## config.mk

```make
export PLATFORM = sky130hd
export DESIGN_NAME = lifr_front
export DESIGN_NICKNAME = d
export VERILOG_FILES = /design/src/hdl/lifr_pkg.sv /design/src/hdl/lifr_front.sv
export SDC_FILE = /design/constraint.sdc
export NUM_CORES = 1
export LEC_CHECK = 0
export BUFFER_PORTS_ARGS = -buffer_cell sky130_fd_sc_hd__buf_4
export CORE_UTILIZATION = 30
export CTS_BUF_LIST = sky130_fd_sc_hd__clkbuf_4 sky130_fd_sc_hd__clkbuf_8
export DETAILED_ROUTE_END_ITERATION = 8
export GPL_TIMING_DRIVEN = 0
export SLEW_MARGIN = 0
export SYNTH_ARGS = -nofsm -noshare
export SYNTH_HDL_FRONTEND = slang
export SYNTH_SLANG_ARGS = --single-unit
```

## constraint.sdc

```tcl
create_clock -name clk_i -period 7.3 [get_ports clk_i]
set_input_delay 1.46 -clock clk_i [delete_from_list [all_inputs] [get_ports clk_i]]
set_output_delay 1.46 -clock clk_i [all_outputs]
set_load 0.1 [all_outputs]
```

## src/hdl/lifr_pkg.sv

```systemverilog
package lifr_pkg;

  localparam int MAX_FRAMES   = 4096;
  localparam int SAMPLE_BITS  = 24;
  localparam int FRAC_BITS    = 16;
  localparam int ADDR_BITS    = $clog2(MAX_FRAMES);

  localparam int FRAMES_W     = 13;
  localparam int CHAN_W       = 2;
  localparam int NEW_FRAMES_W = 16;
  localparam int POS_W        = 28;
  localparam int OP_W         = 2;
  localparam int CFG_IDX_W    = 3;
  localparam int CFG_DATA_W   = 28;

  localparam int PROD_W       = NEW_FRAMES_W + POS_W;
  localparam int INT_W        = PROD_W - FRAC_BITS;
  localparam int POS_INT_W    = POS_W - FRAC_BITS;
  localparam int DIFF_W       = SAMPLE_BITS + 1;
  localparam int MUL_W        = DIFF_W + FRAC_BITS + 1;
  localparam int FRAME_BITS   = 2 * SAMPLE_BITS;
  localparam int FIFO_DEPTH   = 4;

  localparam logic [FRAMES_W-1:0]     OLD_FRAMES_RST   = FRAMES_W'(4096);
  localparam logic [CHAN_W-1:0]       OLD_CHANNELS_RST = CHAN_W'(2);
  localparam logic [NEW_FRAMES_W-1:0] NEW_FRAMES_RST   = NEW_FRAMES_W'(4096);
  localparam logic [CHAN_W-1:0]       NEW_CHANNELS_RST = CHAN_W'(2);
  localparam logic [POS_W-1:0]        STEP_RST         = POS_W'(65536);

  typedef logic signed [SAMPLE_BITS-1:0] sample_t;

  typedef enum logic [OP_W-1:0] {
    OP_LOAD     = 2'd0,
    OP_RESAMPLE = 2'd1,
    OP_READ     = 2'd2
  } op_e;

  typedef enum logic [CFG_IDX_W-1:0] {
    REG_OLD_FRAMES   = 3'd0,
    REG_OLD_CHANNELS = 3'd1,
    REG_NEW_FRAMES   = 3'd2,
    REG_NEW_CHANNELS = 3'd3,
    REG_STEP         = 3'd4
  } cfg_idx_e;

  typedef enum logic {
    JOB_WRITE = 1'b0,
    JOB_READ  = 1'b1
  } kind_e;

  // How the two interpolation lanes map onto the output ports.
  typedef enum logic [1:0] {
    OUT_SINGLE = 2'd0,
    OUT_DUAL   = 2'd1,
    OUT_COPY   = 2'd2,
    OUT_MIX    = 2'd3
  } mode_e;

  typedef struct packed {
    logic [FRAMES_W-1:0]     old_frames;
    logic [CHAN_W-1:0]       old_channels;
    logic [NEW_FRAMES_W-1:0] new_frames;
    logic [CHAN_W-1:0]       new_channels;
    logic [POS_W-1:0]        step;
  } cfg_t;

  typedef struct packed {
    kind_e                 kind;
    logic [ADDR_BITS-1:0]  addr;
    logic [FRAC_BITS-1:0]  frac;
    logic                  err;
    logic                  use_y1;
    logic                  chan_a;
    mode_e                 mode;
    sample_t               left;
    sample_t               right;
  } job_t;

endpackage

```

## src/hdl/lifr_front.sv

```systemverilog
module lifr_front (
  input  logic                                  clk_i,
  input  logic                                  rst_ni,
  input  lifr_pkg::cfg_t                        cfg_i,
  input  logic                                  start_i,
  output logic                                  busy_o,
  input  logic [lifr_pkg::OP_W-1:0]             op_i,
  input  logic [lifr_pkg::NEW_FRAMES_W-1:0]     frame_index_i,
  input  logic [lifr_pkg::POS_W-1:0]            position_q16_i,
  input  logic                                  read_channel_i,
  input  lifr_pkg::sample_t                     sample_left_i,
  input  lifr_pkg::sample_t                     sample_right_i,
  input  logic                                  full_i,
  output logic                                  push_o,
  output lifr_pkg::job_t                        job_o
);

  logic                                  valid_q, valid_d;
  logic [lifr_pkg::OP_W-1:0]             op_q;
  logic [lifr_pkg::NEW_FRAMES_W-1:0]     fidx_q;
  logic [lifr_pkg::POS_W-1:0]            pos_q;
  logic                                  rch_q;
  lifr_pkg::sample_t                     left_q, right_q;
  logic [lifr_pkg::PROD_W-1:0]           prod_q, prod_d;

  logic                                  accept;
  logic                                  need_push;
  logic                                  advance;
  logic [lifr_pkg::FRAMES_W-1:0]         nf;
  logic                                  src_stereo, dst_stereo;
  logic [lifr_pkg::INT_W-1:0]            idx1;
  logic [lifr_pkg::FRAC_BITS-1:0]        frac1, frac2;
  logic [lifr_pkg::POS_INT_W-1:0]        idx2;
  logic                                  err1, err2, last1;

  assign accept = start_i && !busy_o;
  assign prod_d = frame_index_i * cfg_i.step;

  always_ff @(posedge clk_i or negedge rst_ni) begin
    if (!rst_ni) begin
      valid_q <= 1'b0;
    end else begin
      valid_q <= valid_d;
    end
  end

  always_ff @(posedge clk_i) begin
    if (accept) begin
      op_q    <= op_i;
      fidx_q  <= frame_index_i;
      pos_q   <= position_q16_i;
      rch_q   <= read_channel_i;
      left_q  <= sample_left_i;
      right_q <= sample_right_i;
      prod_q  <= prod_d;
    end
  end

  assign nf = (cfg_i.old_frames > lifr_pkg::FRAMES_W'(lifr_pkg::MAX_FRAMES)) ?
              lifr_pkg::FRAMES_W'(lifr_pkg::MAX_FRAMES) : cfg_i.old_frames;
  assign src_stereo = cfg_i.old_channels >= lifr_pkg::CHAN_W'(2);
  assign dst_stereo = cfg_i.new_channels >= lifr_pkg::CHAN_W'(2);

  assign idx1  = prod_q[lifr_pkg::PROD_W-1:lifr_pkg::FRAC_BITS];
  assign frac1 = prod_q[lifr_pkg::FRAC_BITS-1:0];
  assign err1  = (fidx_q >= cfg_i.new_frames) || (idx1 >= lifr_pkg::INT_W'(nf));
  assign last1 = ({1'b0, idx1} + (lifr_pkg::INT_W+1)'(1)) == (lifr_pkg::INT_W+1)'(nf);

  assign idx2  = pos_q[lifr_pkg::POS_W-1:lifr_pkg::FRAC_BITS];
  assign frac2 = pos_q[lifr_pkg::FRAC_BITS-1:0];
  assign err2  = (lifr_pkg::FRAMES_W'(idx2) >= nf) ||
                 (((lifr_pkg::FRAMES_W'(idx2) + lifr_pkg::FRAMES_W'(1)) == nf) &&
                  (frac2 != '0)) ||
                 (rch_q && !src_stereo);

  always_comb begin
    need_push    = 1'b0;
    job_o.kind   = lifr_pkg::JOB_READ;
    job_o.addr   = idx2[lifr_pkg::ADDR_BITS-1:0];
    job_o.frac   = frac2;
    job_o.err    = err2;
    job_o.use_y1 = (frac2 == '0);
    job_o.chan_a = rch_q;
    job_o.mode   = lifr_pkg::OUT_SINGLE;
    job_o.left   = left_q;
    job_o.right  = right_q;
    case (lifr_pkg::op_e'(op_q))
      lifr_pkg::OP_LOAD: begin
        // Slots beyond the store are dropped here and never reach the back.
        need_push  = {1'b0, fidx_q} <
                     (lifr_pkg::NEW_FRAMES_W+1)'(lifr_pkg::MAX_FRAMES);
        job_o.kind = lifr_pkg::JOB_WRITE;
        job_o.addr = fidx_q[lifr_pkg::ADDR_BITS-1:0];
      end
      lifr_pkg::OP_RESAMPLE: begin
        need_push    = 1'b1;
        job_o.addr   = idx1[lifr_pkg::ADDR_BITS-1:0];
        job_o.frac   = frac1;
        job_o.err    = err1;
        job_o.use_y1 = last1 || (frac1 == '0);
        job_o.chan_a = 1'b0;
        if (src_stereo) begin
          job_o.mode = dst_stereo ? lifr_pkg::OUT_DUAL : lifr_pkg::OUT_MIX;
        end else begin
          job_o.mode = dst_stereo ? lifr_pkg::OUT_COPY : lifr_pkg::OUT_SINGLE;
        end
      end
      lifr_pkg::OP_READ: begin
        need_push = 1'b1;
      end
      default: begin
        need_push = 1'b0;
      end
    endcase
  end

  assign advance = !valid_q || !need_push || !full_i;
  assign busy_o  = !advance;
  assign push_o  = valid_q && need_push && !full_i;

  always_comb begin
    valid_d = valid_q;
    if (accept) begin
      valid_d = 1'b1;
    end else if (advance) begin
      valid_d = 1'b0;
    end
  end

endmodule

```

# [Word level (Yosys, flattened, before mapping)]
# Index checks and enable logic that the tools add are counted.
[op_classes] add_sub_neg=2 multipliers=1 order_cmp=7 eq_ne=4 n_mux=10 reduce_logical=22
[op_table] operator="multiplier 16 x 28 -> 44 bit" n=1
[op_table] operator="zero test 16 bit" n=2
[op_table] operator="adder 28 x 1 -> 29 bit, second input constant" n=1
[op_table] operator="equality test 29 x 13 -> 1 bit" n=1
[op_table] operator=">= comparator 28 x 13 -> 1 bit" n=1
[op_table] operator="case mux 12 bit (2 select lines)" n=1
[op_table] operator="2-to-1 mux 21 bit" n=1
[op_table] operator=">= comparator 16 bit" n=1
[op_table] operator="less-than comparator 16 x 13 -> 1 bit, second input constant" n=1
[op_table] operator="nonzero test 16 bit" n=1
[op_table] operator="adder 12 x 1 -> 13 bit, second input constant" n=1
[op_table] operator="equality test 13 bit" n=1
[op_table] operator=">= comparator 12 x 13 -> 1 bit" n=1
[op_table] operator="> comparator 13 bit, second input constant" n=1
[op_table] operator="2-to-1 mux 13 bit" n=1
[op_table] operator="logical OR 1 bit" n=6
[op_table] operator="2-to-1 mux 2 bit" n=3
[op_table] operator="logical AND 1 bit" n=5
[op_table] operator="zero test 1 bit" n=5
[op_table] operator=">= comparator 2 bit, second input constant" n=2
[op_table] operator="2-to-1 mux 1 bit" n=3
[op_table] operator="equality test 2 x 1 -> 1 bit, second input constant" n=1
[op_table] operator="equality test 2 bit, second input constant" n=1
[op_table] operator="zero test 2 bit" n=1
[op_table] operator="other kinds (3)" n=3
[word_totals] register_bits=140 inputBits=160 out_inout_bits=84 elab_cells=54

# [Logic depth before layout (Yosys ltp)]
[logic_depth] ltp_word=8 mapped_depth=25 ltp_nobuf=22

# [Worst setup path before layout]
# No wires, ideal clock.
[synth_path] kind="input port to flip-flop" startpoint="input frame_index_i[9] (netlist bit)" endpoint="register prod_q[39] (netlist bit), data pin" setup_ps=258 arrival_time_ps=7458 t_required_ps=7042 path_slack_ps=-416 stages=23 n_path_buf=2 path_cell_list="clkbuf_1 > clkbuf_1 > nand2_1 > fa_1 > inv_1 > fa_1 > inv_1 > fa_1 > inv_1 > fa_1 > fa_1 > inv_1 > fa_1 > inv_1 > ha_1 > a21oi_1 > o21ai_0 > a2111oi_0 > a211oi_2 > o2111ai_1 > a21oi_1 > or2_2 > xnor2_1"
[synth_via] elab_chain_cells=1
[synth_rtl] element="start, declared" line_no="lifr_front.sv:8" text="input logic [lifr_pkg::NEW_FRAMES_W-1:0] frame_index_i,"
[synth_rtl] element="multiplier 16 x 28 -> 44 bit" line_no="lifr_front.sv:37" text="assign prod_d = frame_index_i * cfg_i.step;"
[synth_rtl] element="net prod_d (one bit)" line_no="lifr_front.sv:24" text="logic [lifr_pkg::PROD_W-1:0] prod_q, prod_d;"
[synth_rtl] element="end signal, assigned" line_no="lifr_front.sv:55" text="prod_q <= prod_d;"
[synth_rtl] element="end, declared" line_no="lifr_front.sv:24"
# The timed path passes the listed nets, and every way through them passes these cells.
# A chain may end at the register's enable or synchronous reset.

# [Final worst setup path]
[layout_path] startpoint="input frame_index_i[6] (netlist bit)" endpoint="register prod_q[43] (netlist bit), data pin"
# The elaborated chain is that of the path after synthesis.

==> summary.md <==
| Metric | Value |
|---|---|
| First-pass GRT wire length | `100600 um` |
| WS Path Type | `primary input to flop` |
| Hold Crit Class | `flop to flop` |
| Worst EP required | `between 7 and 8 ns` |
| CTS Buf Count | `17` |
| Layout Area Growth over Synthesis | `22.97%` |
| Vias post-DR | `between 15000 and 20000` |
| H-Tree Depth | `4` |
| Layout cells sized above 1 | `0.1851` |
| Vias in the first global route | `16880` |
| Reg2Reg Setup Slack | `approximately 4.9 ns` |
| Global placement routability congestion | `roughly 0.92` |
| Most common cell type on the critical path | `fa_1` |
| Simple-Gate Fraction of Synth Area | `0.1684` |
| Worst Path Arrival | `7.44 ns` |
| Commonest non-fill, non-tap cell in the layout | `inv_1` |
| Chip width | `268.5 um` |
| Number of enable flip-flop cells after synthesis | `139` |
| Fraction of registers with async set/reset | `0.007143` |
| Worst-skew pair later-pin latency | `approximately 0.48 ns` |
| Syn_area_per_cell | `roughly 9.6 um^2` |
| Leading post-synthesis cells by cell area | `fa_1, edfxtp_1, ha_1, inv_1, and2_1` |
| Clock Tree Root | `clkbuf_8` |
| Sequential-to-total area share from yosys stat | `0.1971` |
| Final hold violations | `0` |
| Worst Skew | `between 0.01 and 0.015 ns` |
| Largest family of logic cells by synthesized area | `adder cells` |
| Unrepaired setup endpoints after global routing | `true` |
| Cells after Synth | `around 2200` |
| DP HPWL | `53860 um` |
| Worst Tran Pin Value | `a little under 0.8 ns` |
| Fin. max-slew vios | `0` |
| Post-Synth Adder-Cell Area | `0.4354` |
| Post-synthesis compound-gate area fraction | `0.06415` |
| Hold Buf Count CTS | `0` |
| Xor-xnor portion of the synthesized cell area | `0.02902` |
| Fmax | `138.6 MHz` |
| Top Ports | `about 240` |
| Initial antenna violation count | `3` |
| Synth top area share | `0.3402` |
| Synth area leader | `fa_1` |
| Die H | `268.5 um` |
| Max-Cap Viols | `0` |
| CTS Sinks | `140` |
| First-pass detailed-route iteration total | `8` |
| Status | `finished clean` |
| Worst Setup End Kind | `flop` |
| Most used DFF post-synth | `edfxtp_1` |
| Multiplexer share of the synthesized area | `0.01057` |
| Netlist cell types | `64` |
| Grt total ovfl | `0` |
| CP startpoint kind | `primary input` |
| TritonCTS clock tree | `done` |
| Final setup viols | `0` |
| Rel. slew slack | `0.4694` |
| DR WL/cell | `between 15 and 20 um` |
| Final min period | `just over 7 ns` |
| Final layout net count | `3194` |
| Vias per cell | `between 4 and 5` |
| Ys Warns | `0` |
| Die Area | `between 70000 and 80000 um^2` |
| Clk slew on worst S/H paths | `0.09 ns` |
| Critical path's slowest cell | `fa_1` |
| Largest net degree at the start of global routing | `between 70 and 80` |
| Final std cells w/o fill | `between 3000 and 4000` |
| Global router's overall resource usage | `0.1853` |
| N_diodes | `0` |
| DRT antenna net count | `0` |
| Synthesized Nets | `2909` |
| Drt initial violations | `~1100` |
| Post-Synthesis Cell Area | `about 21000 um^2` |
| Commonest non-fill, non-tap cells in the layout | `inv_1, fa_1, nand2_1` |
| Post-route clock period utilization | `0.9885` |
| PortBufs | `~240` |
| DRC Markers | `0` |
| CP max FO | `11` |
| Initial Util | `0.3036` |
| Post-Route WL | `66710 um` |
| CP cell instances | `buf_8 -> clkbuf_16 -> and2_1 -> fa_1 -> inv_1 -> fa_1 -> fa_1 -> inv_1 -> fa_1 -> fa_1 -> inv_1 -> fa_1 -> inv_1 -> ha_4 -> nand4_1 -> buf_4 -> o41a_4 -> a211oi_4 -> buf_6 -> o2111ai_4 -> and2_4 -> nor4_2 -> nor3_2` |
| CTS Buffer Depth | `2` |
| Number of synthesized register bits | `140` |
| Slowest Stage Delay on Critical Path | `between 0.5 and 0.6 ns` |
| Placed Instances | `between 3000 and 4000` |
| Std-Cell Rows | `just under 100` |
| CORE AREA | `around 70000 um^2` |
## flip-flops by register name (all words and copies together) (netlist names)
| signal | count |
|---|---|
| fidx_q | 16 |
| left_q | 24 |
| op_q | 2 |
| pos_q | 28 |
| prod_q | 44 |
| rch_q | 1 |
| right_q | 24 |
| valid_q | 1 |
## metal layers
metal  global-route usage  routed length [um]
met5                    0                  24
met4              0.04699                1593
met3              0.03607                5330
met2               0.3094               31440
met1               0.2456               28320
## kinds of logic (layout without fill, tap and decap cells)
kind of cell               after synthesis  count (layout)
muxes                                   20              20
and+or+nand+nor                        728             728
buffers and inverters                  540             838
DFF                                    140             140
xor gates and xnor gates                69              69
AOI/OAI and AO/OA                      204             204
adders and majority gates              524             524
## per-stage QoR
| step | instance area, um^2 | setup TNS [ns] | hold WS, ns | utilization | setup slack, ns |
|---|---|---|---|---|---|
| after floorplan | 21600 | -0.01976 | 0.6377 | - | -0.01976 |
| after global placement | 24590 | -28.63 | 0.6874 | 0.3505 | -1.423 |
| after detailed placement | 24640 | -29.55 | 0.7120 | 0.3513 | -1.468 |
| after CTS | 25390 | -0.06644 | 0.7136 | 0.3619 | -0.06644 |
| after global routing | 26190 | -0.03375 | 0.7259 | 0.3734 | -0.03375 |
| final | 26190 | 0 | 0.7146 | 0.3734 | 0.08385 |
## cell usage after synthesis, drive strengths merged (16+ instances only)
library cell / count
a21oi: 50
fa: 362
nor4: 17
nor2: 58
clkbuf: 92
xor2: 29
a21o: 25
mux2: 20
o21ai: 40
nor2b: 16
inv: 445
ha: 162
and2: 202
edfxtp: 139
nand2: 317
xnor2: 39
nor3: 21
nand4: 21
nand3: 30
## worst paths after layout
check / cells past startpoint / end / start
min: 3 / valid_q / valid_q
min in group asynchronous: 1 / valid_q / rst_ni
max reg2reg: 8 / prod_q[38] / op_q[0]
max in group asynchronous: 1 / valid_q / rst_ni
max: 23 / prod_q[43] / frame_index_i[6]
min reg2reg: 3 / valid_q / valid_q
## timing repair
item                                    in CTS  in global routing
gates cloned                                 0                  3
pin swaps                                   13                 55
hold endpoints to repair                     0                  0
buffers inserted                             8                 36
resized for setup                           86                217
endpoints found under the setup margin      26                 13
## worst max-delay path: cells and delay by family
| family | cells | cell delay (ns) |
|---|---|---|
| adder cells (fa/ha/maj) | 7 | 3.29 |
| AND/OR/NAND/NOR | 5 | 0.88 |
| AO/OA/AOI/OAI | 3 | 0.92 |
| buffers and inverters | 8 | 0.87 |
## cell type report
| cell class | instances | area (um^2) |
|---|---|---|
| clock buffers | 18 | 241.5 |
| flip-flops and latches | 140 | 4199 |
| inverters | 445 | 1670 |
| well taps | 940 | 1176 |
| plain buffers | 71 | 892.1 |
| fillers | 7068 | 43960 |
| clock inverters | 14 | 185.2 |
| repair buffers | 290 | 2422 |
| multi-input cells | 1545 | 15410 |
Power is left out: the tool's default activity adds up to more than one toggle a clock period on the data nets, which glitch-free logic cannot reach.
