## config.mk

```make
export PLATFORM = sky130hd
export DESIGN_NAME = lifr_fifo
export DESIGN_NICKNAME = d
export VERILOG_FILES = /design/src/hdl/lifr_pkg.sv /design/src/hdl/lifr_fifo.sv
export SDC_FILE = /design/constraint.sdc
export NUM_CORES = 1
export LEC_CHECK = 0
export ABC_AREA = 1
export BUFFER_PORTS_ARGS = -buffer_cell sky130_fd_sc_hd__buf_4
export CELL_PAD_IN_SITES_DETAIL_PLACEMENT = 1
export CELL_PAD_IN_SITES_GLOBAL_PLACEMENT = 2
export CORE_UTILIZATION = 42
export CTS_BUF_LIST = sky130_fd_sc_hd__clkbuf_8
export CTS_CLUSTER_SIZE = 16
export DETAILED_ROUTE_END_ITERATION = 10
export PLACE_DENSITY_LB_ADDON = 0.1
export SYNTH_ARGS = -nofsm -noshare
export SYNTH_HDL_FRONTEND = slang
export SYNTH_SLANG_ARGS = --single-unit
```

## constraint.sdc

```tcl
create_clock -name clk_i -period 3 [get_ports clk_i]
set_input_delay 0.3 -clock clk_i [delete_from_list [all_inputs] [get_ports clk_i]]
set_output_delay 0.3 -clock clk_i [all_outputs]
set_load 0.02 [all_outputs]
```

## src/hdl/lifr_pkg.sv

```systemverilog
package lifr_pkg;

  localparam int MAX_FRAMES   = 4096;
  localparam int SAMPLE_BITS  = 24;
  localparam int FRAC_BITS    = 16;
  localparam int ADDR_BITS    = $clog2(MAX_FRAMES);

  localparam int FRAMES_W     = 13;
  localparam int CHAN_W       = 2;
  localparam int NEW_FRAMES_W = 16;
  localparam int POS_W        = 28;
  localparam int OP_W         = 2;
  localparam int CFG_IDX_W    = 3;
  localparam int CFG_DATA_W   = 28;

  localparam int PROD_W       = NEW_FRAMES_W + POS_W;
  localparam int INT_W        = PROD_W - FRAC_BITS;
  localparam int POS_INT_W    = POS_W - FRAC_BITS;
  localparam int DIFF_W       = SAMPLE_BITS + 1;
  localparam int MUL_W        = DIFF_W + FRAC_BITS + 1;
  localparam int FRAME_BITS   = 2 * SAMPLE_BITS;
  localparam int FIFO_DEPTH   = 4;

  localparam logic [FRAMES_W-1:0]     OLD_FRAMES_RST   = FRAMES_W'(4096);
  localparam logic [CHAN_W-1:0]       OLD_CHANNELS_RST = CHAN_W'(2);
  localparam logic [NEW_FRAMES_W-1:0] NEW_FRAMES_RST   = NEW_FRAMES_W'(4096);
  localparam logic [CHAN_W-1:0]       NEW_CHANNELS_RST = CHAN_W'(2);
  localparam logic [POS_W-1:0]        STEP_RST         = POS_W'(65536);

  typedef logic signed [SAMPLE_BITS-1:0] sample_t;

  typedef enum logic [OP_W-1:0] {
    OP_LOAD     = 2'd0,
    OP_RESAMPLE = 2'd1,
    OP_READ     = 2'd2
  } op_e;

  typedef enum logic [CFG_IDX_W-1:0] {
    REG_OLD_FRAMES   = 3'd0,
    REG_OLD_CHANNELS = 3'd1,
    REG_NEW_FRAMES   = 3'd2,
    REG_NEW_CHANNELS = 3'd3,
    REG_STEP         = 3'd4
  } cfg_idx_e;

  typedef enum logic {
    JOB_WRITE = 1'b0,
    JOB_READ  = 1'b1
  } kind_e;

  // How the two interpolation lanes map onto the output ports.
  typedef enum logic [1:0] {
    OUT_SINGLE = 2'd0,
    OUT_DUAL   = 2'd1,
    OUT_COPY   = 2'd2,
    OUT_MIX    = 2'd3
  } mode_e;

  typedef struct packed {
    logic [FRAMES_W-1:0]     old_frames;
    logic [CHAN_W-1:0]       old_channels;
    logic [NEW_FRAMES_W-1:0] new_frames;
    logic [CHAN_W-1:0]       new_channels;
    logic [POS_W-1:0]        step;
  } cfg_t;

  typedef struct packed {
    kind_e                 kind;
    logic [ADDR_BITS-1:0]  addr;
    logic [FRAC_BITS-1:0]  frac;
    logic                  err;
    logic                  use_y1;
    logic                  chan_a;
    mode_e                 mode;
    sample_t               left;
    sample_t               right;
  } job_t;

endpackage

```

## src/hdl/lifr_fifo.sv

```systemverilog
module lifr_fifo (
  input  logic           clk_i,
  input  logic           rst_ni,
  input  logic           push_i,
  input  lifr_pkg::job_t data_i,
  input  logic           pop_i,
  output lifr_pkg::job_t data_o,
  output logic           empty_o,
  output logic           full_o
);

  localparam int PTR_W = $clog2(lifr_pkg::FIFO_DEPTH);

  lifr_pkg::job_t    mem_q [lifr_pkg::FIFO_DEPTH];
  logic [PTR_W-1:0]  wr_q, wr_d, rd_q, rd_d;
  logic [PTR_W:0]    cnt_q, cnt_d;

  assign empty_o = (cnt_q == '0);
  assign full_o  = (cnt_q == (PTR_W+1)'(lifr_pkg::FIFO_DEPTH));
  assign data_o  = mem_q[rd_q];

  always_comb begin
    wr_d  = push_i ? wr_q + PTR_W'(1) : wr_q;
    rd_d  = pop_i ? rd_q + PTR_W'(1) : rd_q;
    cnt_d = cnt_q;
    if (push_i && !pop_i) begin
      cnt_d = cnt_q + (PTR_W+1)'(1);
    end else if (pop_i && !push_i) begin
      cnt_d = cnt_q - (PTR_W+1)'(1);
    end
  end

  always_ff @(posedge clk_i or negedge rst_ni) begin
    if (!rst_ni) begin
      wr_q  <= '0;
      rd_q  <= '0;
      cnt_q <= '0;
    end else begin
      wr_q  <= wr_d;
      rd_q  <= rd_d;
      cnt_q <= cnt_d;
    end
  end

  always_ff @(posedge clk_i) begin
    if (push_i) begin
      mem_q[wr_q] <= data_i;
    end
  end

  a_no_overflow: assert property (@(posedge clk_i) disable iff (!rst_ni)
    push_i |-> !full_o)
    else $error("job queue written while full");

  a_no_underflow: assert property (@(posedge clk_i) disable iff (!rst_ni)
    pop_i |-> !empty_o)
    else $error("job queue read while empty");

endmodule

```

Yosys cells after proc, flatten, opt, wreduce, memory -nomap -nowiden

Memory sizes are Yosys's and may differ from the RTL's.
Index checks and enable logic that the tools add are counted.

Bits in registers: 7
RAM bits: 328
Logic and storage cells: 19
Memories: 1

Memories:

| memory | words | bits a word | rd ports | clocked after memory_dff | write ports | line            | text |
|---|---|---|---|---|---|---|---|
| mem_q  | 4     | 82          | 1        | 0                        | 1           | lifr_fifo.sv:14 | `lifr_pkg::job_t mem_q [lifr_pkg::FIFO_DEPTH];` |

Add/sub/neg operators: 4
Eq/ne operators: 1
Mux-type cells: 4
Reduce and logical (&&, ||, !) cells: 6

Operator list:

| operator                                                           | count |
|---|---|
| 3-bit two-way mux                                                  | 2 |
| 2-bit by 1-bit adder with 2-bit output, second input constant      | 2 |
| 3-bit by 1-bit adder with 3-bit output, second input constant      | 1 |
| 3-bit equality test, second input constant                         | 1 |
| 3-bit logical NOT                                                  | 1 |
| 3-bit by 1-bit subtractor with 3-bit output, second input constant | 1 |
| 1-bit logical AND                                                  | 2 |
| 1-bit logical NOT                                                  | 2 |
| 1-bit two-way mux                                                  | 2 |
| 2-bit nonzero test                                                 | 1 |

Depth between registers and ports, before layout

Gate-level depths: netlist of the first run.

Depth in word-level cells: 4
Depth in mapped cells: 9
Gate-level depth less buffers: 9

Worst setup path after synthesis of the first run

No wires, ideal clock.

Kind: reg-to-reg
Start point: register wr_q[0]
End point: memory mem_q[2][0] in the netlist's numbering, enable pin
Library setup time: 436 ps
Data arrival time: 2,262 ps
Required time: 2,564 ps
Slack: 302 ps
Cell stages (with the launch flop): 5
Path buffers: 0
Period minus slack after synthesis: 2,698 ps
Cell sequence: dfrtp_1 > inv_1 > ha_1 > nand2_1 > inv_1

RTL lines:

| element                  | line            | text |
|---|---|---|
| start: declaration       | lifr_fifo.sv:15 | `logic [PTR_W-1:0] wr_q, wr_d, rd_q, rd_d;` |
| start signal: assignment | lifr_fifo.sv:39 | `wr_q <= wr_d;` |
| end: declaration         | lifr_fifo.sv:14 |  |

No word-level cell before the write port.

==> reports/results.tsv, run 1 <==
stage	metric	value	unit
status	status	complete, no violations	
floorplanning	core area	0.0316	sq mm
worst_setup_path	reg2reg start	wr_q[1]	
synthesis	post-synthesis sequential area ratio	74.1	%
synthesis	Yosys top cell area share	72.8	%
worst_setup_path	critical path arrival	2450	ps
synthesis	yosys warns	0	
worst_setup_path	cells on worst reg2reg path	5	
cts	clk_lat worst skew	560	ps
floorplanning	num ports	170	
detailed_routing	Via density	4.79	
synthesis	flops & latches, synth	335	
detailed_routing	sum of routed wire length over all layers	28900	microns
timing	setup_tns	0	ps
worst_setup_path	CP Launch Type	flop	
power_and_ir_drop	clock share of power	22.1	%
global_route	vias in the first global route	8725	
place	placed wire-length estimate	17300	microns
timing	Final min period	2750	ps
floorplanning	initial core utilization	42.7	%
timing	RSZ-0062 raised after global routing	no	
timing	Max-slew headroom	60.1	%
power_and_ir_drop	worst vdd ir	0.000491	V
place	Area after DPL	0.0151	sq mm
final_layout	final core utilization	53.6	%
synthesis	Unique masters post-synth	16	
global_route	global-route wire length before repair	45900	microns
detailed_routing	antenna-violating nets left	0	
final_layout	area grow syn2layout	25.3	%
power_and_ir_drop	Psw	0.00610	W
worst_setup_path	Setup CP Type	reg2out	
worst_setup_path	CP Capture Type	output pin	
min_path	worst min path class	in2async	
power_and_ir_drop	logic gate share of total power	38.6	%
detailed_routing	Remaining DRCs	0	
final_layout	share of cells above drive strength 1	19.8	%
detailed_routing	via count	8221	
cts	CTS H-tree depth	2	
synthesis	syn nets	1097	
synthesis	most frequent cell after synthesis	edfxtp_1	
timing	Clock Skew	19.3	ps
cts	Sink Count	335	
flow_run	Max-Cap Viols	0	
synthesis	Synth area leaders	edfxtp_1 73%, o211ai_1 9.1%, nand2_1 7.2%	
synthesis	Syn Area/Cell	13.5	sq um
worst_setup_path	WP data required	2700	ps
floorplanning	row cnt	65	
power_and_ir_drop	PD cells	977	mW/mm^2
synthesis	prevailing post-synth register cell	edfxtp_1	
timing	Slew @ Worst Pin	598	ps
cts	CTS Buffer Depth	3	
worst_setup_path	RR Endpoint	mem_q[1][32]	
worst_setup_path	Crit. Startpoint	rd_q[1]	
timing	final setup fails	0	
floorplanning	die height	181	microns
final_layout	Final Cell Area	0.0169	sq mm
final_layout	Nets	1371	
timing	Final Slew Violations	0	
worst_setup_path	R2R setup slack	1210	ps
worst_setup_path	CP Max Fanout	33	
synthesis	mapped cell area	0.0135	sq mm
timing	fmax	364	MHz
detailed_routing	wire per inst	16.8	microns
power_and_ir_drop	Net Sw Frac	36.8	%
power_and_ir_drop	leakage power	6.86	nW
synthesis	Mapped Cells	1005	
power_and_ir_drop	Internal Pwr Total	0.0105	W
timing	Hold Fails Final Rpt	0	
global_route	initial antenna violation count	0	
synthesis	cell taking the most area after synthesis	edfxtp_1	
cts	Root Driver	clkbuf_8	
final_layout	antenna cells	0	
timing	Tcrit/Tclk final	91.5	%
global_route	Global Route Usage Sum	17.9	%
floorplanning	die width	181	microns
place	Port Buffers	169	
global_route	grt total ovfl	0	
floorplanning	DIE AREA	0.0329	sq mm
power_and_ir_drop	sequential share of power	39.3	%
place	GPL Wtd Cong	0.678	
synthesis	number of synthesized flops with an enable pin	328	
cts	register clock-pin slew on the reported worst setup and hold paths	60	ps
cts	CTS buffer count	55	
synthesis	synth cell count leaders	328 x edfxtp_1, 259 x nand2_1, 176 x inv_1	
detailed_routing	DR pass1 iterations	4	
detailed_routing	1st-iter DRT viols	303	
synthesis	asr flop ratio synth	2.09	%
global_route	largest net degree at the start of global routing	101	
cts	TritonCTS clock tree	built	
layout by cell type (no fill, tap or decap), drive strengths merged:
master | synthesis | layout
edfxtp | 328 | 328
nand2 | 259 | 259
inv | 176 | 191
buf | 54 | 188
o211ai | 164 | 164
dlygate4sd3 | 0 | 85
clkbuf | 2 | 60
clkinv | 0 | 16
dfrtp | 7 | 7
ha | 5 | 5
xor2 | 3 | 3
nor3 | 2 | 2
bufinv | 0 | 2
xnor2 | 1 | 1
o21ai | 1 | 1
nand3 | 1 | 1
nand4 | 1 | 1
fa | 1 | 1
state kept, by name, indices dropped and copies added, names as in the netlist:
name,count
wr_q,2
mem_q,328
cnt_q,3
rd_q,2
worst max path at each step:
stage | to | slack (ps) | cells after the start
final | data_o[40] | 250 | 5
after CTS | data_o[18] | 170 | 5
after global routing | data_o[20] | 70 | 5
after floorplan | mem_q[2][0] | 300 | 4
after global placement | data_o[18] | 830 | 5
after detailed placement | data_o[18] | 810 | 5
cell families (layout without fill, tap and decap cells):
group / after synthesis / after routing / share of synthesized area, %
fa+ha+maj: 6 / 6 / 0.611
xor+xnor: 4 / 4 / 0.259
simple gates: 263 / 263 / 7.35
buf+inv: 232 / 542 / 8.51
flops: 335 / 335 / 74.1
compound gates: 165 / 165 / 9.14
metal layers:
metal	track usage, %	wire length [microns]	up-vias
met4	4.81	444	0
li1	-	-	4043
met3	3.39	1120	42
met1	22.2	12600	3989
met2	32.0	14600	147
met5	0	0	-
metrics by stage:
stage	cells	total power (W)	worst slack (ps)	hold WS, ps
floorplan	1005	0.0108	302	4.41
global placement	1539	0.0129	833	128
detailed placement	1539	0.0131	811	125
CTS	1717	0.0168	172	37.9
global route	1717	0.0176	67.5	76.6
finish	1717	0.0166	254	101
repair_timing:
action | 4_1_cts | 5_1_grt
resized for setup | 0 | 0
hold buffers | 85 | 0
hold endpoints to repair | 339 | 0
buffers inserted | 0 | 0
power groups by stage:
| stage | logic, W | clock network [W] | registers, W |
|---|---|---|---|
| after floorplan | 0.00432 | 0 | 0.00643 |
| after global placement | 0.00637 | 0 | 0.00658 |
| after detailed placement | 0.00644 | 0 | 0.00661 |
| after CTS | 0.00654 | 0.00377 | 0.00652 |
| after global routing | 0.00703 | 0.00396 | 0.00660 |
| final | 0.00640 | 0.00366 | 0.00651 |
critical path, cell delays in order, from the launching register on:
cell,delay (ps)
dfrtp_4,630
clkinv_2,450
buf_12,340
o211ai_1,130
nand2_1,110
buf_4,170
layout make-up:
cell class / instances / area [sq um]
multi-input cells: 438 / 2350
fillers: 3212 / 14700
inverters: 176 / 672
well taps: 402 / 503
repair buffers: 273 / 2390
clock inverters: 33 / 181
flip-flops and latches: 335 / 10000
clock buffers: 60 / 826
(Power assumes the default switching activity.)
==> run 2: changes to the inputs <==
Settings changed: RECOVER_POWER set to 25, REMOVE_ABC_BUFFERS set to 1.
==> reports/results.tsv, run 2 (same netlist as run 1, synthesis figures left out) <==
stage	metric	value	unit
flow_run	Max-Cap Viols	0	
place	DP Worst Slack	1050	ps
timing	Hold Fails Final Rpt	0	
detailed_routing	via count	8336	
worst_setup_path	reg2reg start	wr_q[0]	
worst_setup_path	Setup CP Type	reg2out	
cts	cts repair resizes	0	
timing	Final min period	2520	ps
power_and_ir_drop	leakage power	6.69	nW
global_route	Global Route Usage Sum	18.6	%
power_and_ir_drop	Final Power	0.0166	W
timing	fmax	396	MHz
timing	RSZ-0062 raised after global routing	no	
worst_setup_path	CP Max Fanout	98	
cts	register clock-pin slew on the reported worst setup and hold paths	60	ps
worst_setup_path	largest stage delay on the critical path	690	ps
worst_setup_path	RR Endpoint	mem_q[2][9]	
cts	CTS buffer count	55	
timing	Tcrit/Tclk final	84.1	%
floorplanning	core area	0.0316	sq mm
final_layout	share of cells above drive strength 1	16.6	%
floorplanning	num ports	170	
global_route	initial antenna violation count	0	
worst_setup_path	Crit. Startpoint	rd_q[0]	
floorplanning	die height	181	microns
min_path	worst min path class	in2async	
final_layout	FILL cells	3227	
global_route	grt total ovfl	0	
floorplanning	row cnt	65	
final_layout	antenna cells	0	
detailed_routing	antenna-violating nets left	0	
power_and_ir_drop	PD cells	987	mW/mm^2
worst_setup_path	Stages on worst setup path	5	
final_layout	most frequent cells in the layout	328 x edfxtp_1, 259 x nand2_1, 184 x inv_1, 164 x o211ai_1, 132 x buf_4	
floorplanning	DIE AREA	0.0329	sq mm
final_layout	commonest non-fill, non-tap cell in the layout	edfxtp_1	
worst_setup_path	R2R setup slack	1160	ps
cts	CTS Buffer Depth	3	
detailed_routing	1st-iter DRT viols	261	
worst_setup_path	CP Launch Type	flop	
worst_setup_path	cells on worst reg2reg path	5	
floorplanning	die width	181	microns
global_route	largest net degree at the start of global routing	99	
worst_setup_path	cell chain of the critical path	buf_12 -> nand2_1 -> o211ai_1 -> nand2_1 -> buf_4	
status	status	complete, no violations	
place	GPL Wtd Cong	0.710	
global_route	global-route wire length before repair	47300	microns
worst_setup_path	cell mode on critical path	nand2_1	
detailed_routing	sum of routed wire length over all layers	29700	microns
worst_setup_path	WP data required	2700	ps
floorplanning	initial core utilization	42.7	%
global_route	vias in the first global route	8960	
timing	final setup fails	0	
cts	Root Driver	clkbuf_8	
final_layout	Top Registers	mem_q (328), cnt_q (3)	
cts	CTS H-tree depth	2	
cts	Post-CTS Setup Bufs	0	
detailed_routing	DR pass1 iterations	4	
timing	Setup WS post-layout	477	ps
timing	Max-slew headroom	61.5	%
final_layout	Nets	1375	
worst_setup_path	CP delay by family, top	flip-flops	
timing	Clock Skew	12.3	ps
worst_setup_path	crit path buf inv count	2	
detailed_routing	Via density	4.82	
worst_setup_path	CP Capture Type	output pin	
place	Port Buffers	169	
detailed_routing	Remaining DRCs	0	
final_layout	max reg flops	328	
worst_setup_path	Critical Path Sink	data_o[4]	
timing	Final Slew Violations	0	
final_layout	register bank with the most flops	mem_q	
worst_setup_path	critical path arrival	2220	ps
detailed_routing	wire per inst	17.2	microns
place	placed wire-length estimate	17800	microns
cts	TritonCTS clock tree	built	
final_layout	area grow syn2layout	24.2	%
worst_setup_path	slowest CP cell	dfrtp_4	
cts	clk_lat worst skew	580	ps
power_and_ir_drop	worst vdd ir	0.000579	V
cts	Sink Count	335	
timing	Slew @ Worst Pin	578	ps
[run 2: cell types whose count changed in the layout (fill, tap and decap cells not counted), moves of 3 or more]
| cell | before | now |
|---|---|---|
| inv_1 | 187 | 184 |
| clkinv_2 | 5 | 13 |
| clkbuf_8 | 60 | 56 |
| buf_4 | 178 | 132 |
| clkinv_1 | 11 | 18 |
| clkbuf_1 | 0 | 49 |
[run 2: worst register-to-register path, cell delays in order (launching register included)]
cell,delay (ps)
dfrtp_1,420
inv_1,100
ha_1,140
nand2_1,80
inv_4,420
buf_4,360
[run 2: report_power, final]
group	leakage, nW	internal (W)	switching (W)
Combinational	3.03	0.00239	0.00420
Sequential	3.09	0.00613	0.000291
Clock	0.566	0.00183	0.00175
Total	6.69	0.0103	0.00624
[run 2: timing repair]
item	4_1_cts	5_1_grt
setup endpoints to repair	0	0
hold endpoints to repair	338	0
hold buffers	85	0
[run 2: area by class of cell]
| cell class | instances | area, sq um | share of cell area, % |
|---|---|---|---|
| sequential | 335 | 10000 | 59.7 |
| multi-input combinational | 438 | 2350 | 14.0 |
| timing repair buffer | 277 | 2250 | 13.4 |
| clock buffer | 56 | 771 | 4.59 |
| inverter | 176 | 672 | 4.00 |
| tap | 402 | 503 | 3.00 |
| clock inverter | 46 | 223 | 1.33 |
[run 2: how the worst min path moves through the flow]
stage | from | to | slack, ps
2_1_floorplan | rst_ni | cnt_q[0] | 4
3_3_place_gp | rst_ni | cnt_q[2] | 130
3_5_place_dp | rst_ni | cnt_q[2] | 130
4_1_cts | rst_ni | cnt_q[2] | 50
5_1_grt | rst_ni | cnt_q[2] | 190
6_report | rst_ni | cnt_q[2] | 180
[run 2: through the flow]
| step | util, % | area (sq um) | cells | hold WS [ps] | setup TNS (ps) |
|---|---|---|---|---|---|
| 4_1_cts | 53.7 | 17000 | 1730 | 47.4 | 0 |
| 5_1_grt | 53.1 | 16800 | 1730 | 194 | 0 |
| 2_1_floorplan | - | 13000 | 949 | 4.41 | -270080 |
| 6_report | 53.1 | 16800 | 1730 | 180 | 0 |
| 3_5_place_dp | 47.8 | 15100 | 1543 | 126 | 0 |
| 3_3_place_gp | 47.8 | 15100 | 1543 | 126 | 0 |
[run 2: metal layers]
layer / wire length [microns] / vias up / share of wire (%) / global-route usage (%)
li1: - / 4065 / - / -
met1: 12500 / 4075 / 42 / 21.8
met2: 15500 / 154 / 52 / 34.3
met3: 1220 / 42 / 4.1 / 3.75
met4: 515 / 0 / 1.7 / 5.12
met5: 0 / - / 0 / 0
